## config.mk

```make
export PLATFORM = sky130hd
export DESIGN_NAME = gsa_ctrl
export DESIGN_NICKNAME = d
export VERILOG_FILES = /design/src/hdl/gsa_pkg.sv /design/src/hdl/gsa_ctrl.sv
export SDC_FILE = /design/constraint.sdc
export NUM_CORES = 1
export LEC_CHECK = 0
export BUFFER_PORTS_ARGS = -buffer_cell sky130_fd_sc_hd__buf_2
export CORE_AREA = 2 2 39 41
export DETAILED_ROUTE_END_ITERATION = 16
export DIE_AREA = 0 0 41 43
export GPL_ROUTABILITY_DRIVEN = 1
export GPL_TIMING_DRIVEN = 0
export PLACE_DENSITY_LB_ADDON = 0.12
export SKIP_CTS_REPAIR_TIMING = 1
export SYNTH_ARGS = -nofsm -noshare
export SYNTH_HDL_FRONTEND = slang
export SYNTH_SLANG_ARGS = --single-unit
```

## constraint.sdc

```tcl
create_clock -name clk_i -period 1.1 [get_ports clk_i]
set_input_delay 0 -clock clk_i [delete_from_list [all_inputs] [get_ports clk_i]]
set_output_delay 0 -clock clk_i [all_outputs]
set_load 0.03 [all_outputs]
```

## src/hdl/gsa_pkg.sv

```systemverilog
`timescale 1ns / 1ps
package gsa_pkg;

  localparam int unsigned MAX_SLOTS = 256;
  localparam int unsigned IDX_W     = 8;
  localparam int unsigned CNT_W     = 9;

  localparam logic [CNT_W-1:0] MAX_CNT   = CNT_W'(MAX_SLOTS);
  localparam logic [CNT_W-1:0] CAP_RESET = CNT_W'(64);

  localparam logic [2:0] CMD_REGISTER = 3'd0;
  localparam logic [2:0] CMD_LOOKUP   = 3'd1;
  localparam logic [2:0] CMD_UPDATE   = 3'd2;
  localparam logic [2:0] CMD_RELEASE  = 3'd3;
  localparam logic [2:0] CMD_RECLAIM  = 3'd4;

  localparam logic [1:0] ST_OK      = 2'd0;
  localparam logic [1:0] ST_INVALID = 2'd1;
  localparam logic [1:0] ST_NO_SLOT = 2'd2;

  // controller -> datapath
  typedef struct packed {
    logic       latch;
    logic       grow;
    logic       alloc;
    logic       check;
    logic       rc_init;
    logic       rc_step;
    logic       rc_end;
    logic       fail;
    logic [1:0] fail_code;
  } gsa_op_t;

  // datapath -> controller
  typedef struct packed {
    logic [2:0] cmd;
    logic       stack_empty;
    logic       can_grow;
    logic       rc_more;
  } gsa_stat_t;

endpackage

```

## src/hdl/gsa_ctrl.sv

```systemverilog
`timescale 1ns / 1ps
module gsa_ctrl (
  input  logic               clk_i,
  input  logic               rst_ni,
  input  logic               start_i,
  input  gsa_pkg::gsa_stat_t stat_i,
  output gsa_pkg::gsa_op_t   op_o,
  output logic               busy_o,
  output logic               done_o
);
  import gsa_pkg::*;

  typedef enum logic [2:0] {
    S_IDLE, S_DISPATCH, S_POP_WAIT, S_POP, S_CHECK, S_RC_READ, S_RC_EVAL
  } state_e;

  state_e state_q, state_d;
  logic   done_q, done_d;

  always_comb begin
    op_o    = '0;
    state_d = state_q;
    done_d  = 1'b0;
    unique case (state_q)
      S_IDLE: begin
        if (start_i) begin
          op_o.latch = 1'b1;
          state_d    = S_DISPATCH;
        end
      end
      S_DISPATCH: begin
        unique case (stat_i.cmd)
          CMD_REGISTER: begin
            if (stat_i.stack_empty && !stat_i.can_grow) begin
              op_o.fail      = 1'b1;
              op_o.fail_code = ST_NO_SLOT;
              done_d         = 1'b1;
              state_d        = S_IDLE;
            end else begin
              op_o.grow = stat_i.stack_empty;
              state_d   = S_POP_WAIT;
            end
          end
          CMD_LOOKUP, CMD_UPDATE, CMD_RELEASE: begin
            state_d = S_CHECK;
          end
          CMD_RECLAIM: begin
            op_o.rc_init = 1'b1;
            state_d      = S_RC_READ;
          end
          default: begin
            op_o.fail      = 1'b1;
            op_o.fail_code = ST_INVALID;
            done_d         = 1'b1;
            state_d        = S_IDLE;
          end
        endcase
      end
      S_POP_WAIT: state_d = S_POP;
      S_POP: begin
        op_o.alloc = 1'b1;
        done_d     = 1'b1;
        state_d    = S_IDLE;
      end
      S_CHECK: begin
        op_o.check = 1'b1;
        done_d     = 1'b1;
        state_d    = S_IDLE;
      end
      S_RC_READ: begin
        if (stat_i.rc_more) begin
          state_d = S_RC_EVAL;
        end else begin
          op_o.rc_end = 1'b1;
          done_d      = 1'b1;
          state_d     = S_IDLE;
        end
      end
      S_RC_EVAL: begin
        op_o.rc_step = 1'b1;
        state_d      = S_RC_READ;
      end
      default: state_d = S_IDLE;
    endcase
  end

  always_ff @(posedge clk_i or negedge rst_ni) begin
    if (!rst_ni) begin
      state_q <= S_IDLE;
      done_q  <= 1'b0;
    end else begin
      state_q <= state_d;
      done_q  <= done_d;
    end
  end

  assign busy_o = (state_q != S_IDLE);
  assign done_o = done_q;

endmodule

```

* Word-level counts from Yosys, hierarchy flattened
Cells that the tools add are included.
** Word-level totals
- Register bits :: 4
- Input port bits :: 9
- Output and inout port bits :: 12
** Operators by class
- Equality and inequality tests :: 11
- Multiplexer cells :: 23
- Reductions and logical operators :: 8
** Operator list (number)
- $pmux 3 s5 :: 1
- $mux 1 :: 13
- $eq 3x2->1 const B :: 4
- $eq 3x3->1 const B :: 4
- $mux 3 :: 4
- $pmux 3 s3 :: 1
- $eq 3x1->1 const B :: 2
- $logic_not 3->1 :: 2
- $pmux 3 s2 :: 1
- $reduce_or 4->1 :: 1
- $pmux 1 s3 :: 1
- $reduce_bool 3->1 :: 1
- $reduce_or 3->1 :: 1
- $mux 2 :: 1
- $ne 2x2->1 const B :: 1
- $pmux 1 s2 :: 1
- $reduce_or 2->1 :: 1
- $logic_and 1x1->1 :: 1
- $logic_not 1->1 :: 1

* Logic depth before layout (Yosys ltp)
- Depth in word-level cells :: 5
- Gate-level depth with buffers :: 4

* Worst setup path after synthesis
No wires, ideal clock.
- Path type :: register to output
- From :: register state_q[1]
- To :: output port op_o[3] (netlist bit)
- Data arrival time :: 1379 ps
- Setup slack :: -279 ps
- Cell stages (with the launch flop) :: 3
- Buffers on the path :: 0
- Cells stage by stage :: dfrtp_1 -> nand2b_1 -> nor3b_1
** RTL lines
- start, declared :: RTL line gsa_ctrl.sv:17 : state_e state_q, state_d;
- start signal, assigned :: RTL line gsa_ctrl.sv:92 : state_q <= state_d;
- end, declared :: RTL line gsa_ctrl.sv:7 : output gsa_pkg::gsa_op_t op_o,

* Final worst setup path
- From :: register state_q[1]
- To :: output port busy_o
** On the way
- Longest elaborated chain between the ends :: 1
** RTL lines
- $reduce_bool 3->1 :: RTL line gsa_ctrl.sv:97 : assign busy_o = (state_q != S_IDLE);
- end, declared :: RTL line gsa_ctrl.sv:8 : output logic busy_o,
No other way between the ends.

==> results.ini <==
[critical_path]
critPathSlowestCell = dfrtp_2
start_kind = register
path_class = reg2out
path_cells = buf_4 > or3_4 > buf_6
critPathArrivalTime_ps = 1330
path_max_fanout = 4
cpPeakStageDelay_ps = 420
cp.required_ps = 1100
r2r_slack_ps = -160
cp-end-kind = output pin

[cts]
cts_made_buffers = 3
cts_sinks = 4
cts_buffer_depth = 2
htreeDepth = 1
tritoncts = yes
clock_latency_ps = 240
clk_pin_slew_worst_paths_ps = 40
cts-root-buf = clkbuf_4

[layout]
nets = 88
drive_above_1_share_pct = 66.2
synthToLayoutAreaGrowth_pct = 102
final_cell_area_um2 = 676
multi_input_area_um2 = 277
ff_latch_area_um2 = 101
fill_cells = 135
n_antenna_cell = 0

[power_and_ir_drop]
power_density_mw_per_mm2 = 2620
ir_drop_v = 0.000987
leakagePower_nw = 0.324
p_total_w = 0.00177

[global_route]
grt_pass1_vias = 323
antenna_found_initial = 0
grt_max_degree = 11
grt_usage_pct = 10.7
grt_overflow_total = 0
grt_pass1_wl_mm = 1.25

[floorplanning]
io_pins = 21
dieArea_mm2 = 0.00176
die_x_um = 41
row_count = 14
start_util_pct = 24.1
die_h_um = 43
coreArea_mm2 = 0.00138

[place]
routabilityCongestion = 0.690
dp_hpwl_um = 657
post_dp_cell_area_um2 = 470
io_buffers = 20

[drt]
dr.pass1.iters = 4
vias = 448
routed-wl-met2_um = 503
viasPerCell = 4.82
drcViolationCount = 0
wl_per_cell_um = 10.8
drt_iter0_drc = 13
drt-total-wl_mm = 1.01
top_layer_used = met3
wl_met1_um = 425
met3_length_um = 76
ant_nets = 0

[timing]
finalCritPeriodShare_pct = 121
worst_slew_pin_slew_ps = 314
fin_crit_ps = 1330
slew_violations = 0
skew_ps = 7.37
setup_viol = 14
finalHoldViolCount = 0
maxSlewHeadroom_pct = 78.9
rsz0062_at_grt = true
setup_ws_ps = -231
fmax_mhz = 751

[logic_synthesis]
synth_area_per_cell_um2 = 7.59
synthAdderAreaFrac_pct = 0
synth_seq_cells = 4
syn_inst = 44
synth-compound-area-share_pct = 17.2
synth_top_family_by_area = simple AND/OR/NAND/NOR gates
ys_warn_count = 0
synth-xor-area-share_pct = 0
synth-simple-area-share_pct = 43.8
synthMuxAreaShare_pct = 0
syn_area_um2 = 334
synth_seq_area_share_pct = 30.0
syn-num-nets = 53
synth.distinct_cells = 18

[run]
maxCapViolations = 0

[min_path]
min_path_type = in2reg

[run_status]
outcome = finished with violations
violations = setup timing

-- cells in the mapped netlist --
cell type,number,area share (%)
nor3b_1,2,4.5
nor3b_4,1,5.6
or3_1,1,1.9
nor3_1,2,3.0
nand2_1,6,6.7
a21boi_1,1,2.2
inv_1,2,2.2
o2bb2ai_1,1,2.6
a21oi_1,2,3.0
nor2_1,8,9.0
nand2b_1,4,7.5
o21ai_1,3,4.5
nand3_1,2,3.0
o221ai_1,1,2.6
dfrtp_1,4,30
and3b_1,1,2.6
o211ai_1,1,2.2
buf_6,2,6.7
-- report_power, final --
| group | internal (W) | total (W) | switching [W] |
|---|---|---|---|
| combinational | 0.000668 | 0.00133 | 0.000660 |
| sequential | 0.000212 | 0.000262 | 0.0000492 |
| clock | 0.000122 | 0.000182 | 0.0000604 |
| total | 0.00100 | 0.00177 | 0.000770 |
-- flip-flops by register name, summed over array words and instances (netlist names) --
signal and flops:
state_q 3, done_o 1
-- logic make-up after synthesis --
group,after synthesis
buffers and inverters,4
DFF,4
AOI/OAI and AO/OA,9
and+or+nand+nor,27
-- cell usage in the layout, fill, tap and decap left out, drive strengths merged --
master,synthesis,final
buf,2,30
nand2,6,6
dfrtp,4,4
nand2b,4,4
a21boi,1,1
o2bb2ai,1,1
o221ai,1,1
a21oi,2,2
o211ai,1,1
nor3,2,2
clkbuf,0,4
nand3,2,2
inv,2,2
or3,1,1
nor3b,3,3
o21ai,3,3
and3b,1,1
dlygate4sd3,0,1
nor2,8,8
-- worst max-delay path, delay by kind of cell, from the launching register on --
kind | cells | cell delay, ps
buffers and inverters | 2 | 300
DFF | 1 | 420
and+or+nand+nor | 1 | 360
-- worst paths after layout --
kind	startpoint	to	depth (start not counted)
setup / recovery	state_q[1]	busy_o	3
hold / removal	start_i	state_q[0]	3
setup reg to reg	state_q[0]	done_o	6
hold reg to reg	state_q[1]	state_q[2]	3
max in group asynchronous	rst_ni	state_q[1]	2
min in group asynchronous	rst_ni	state_q[0]	2
-- metrics by stage --
step           setup WS, ps  utilization, %  cells  hold WS (ps)  TNS, ps
6_report               -231            48.8     93          60.3    -2260
5_1_grt                -319            48.8     93          78.4    -3030
4_1_cts                -350            35.6     83          -443    -2550
3_5_place_dp          -89.9            34.0     80          -189     -307
3_3_place_gp          -90.0            34.0     80          -190     -312
2_1_floorplan          -115               -     44          -296     -223
-- layout make-up --
class | instances | share of cell area (%)
plain buffers | 2 | 3.33
clock buffers | 3 | 3.33
inverters | 2 | 1.11
multi-input cells | 36 | 40.9
flip-flops and latches | 4 | 15.0
well taps | 16 | 2.96
repair buffers | 30 | 33.3
-- layer usage --
metal  vias up  global-route usage, %
met2        18                   14.7
met3         0                   3.14
met5         -                      0
li1        221                      -
met1       209                   13.4
met4         0                   8.00
No activity file was read; power rests on OpenSTA's default activity.
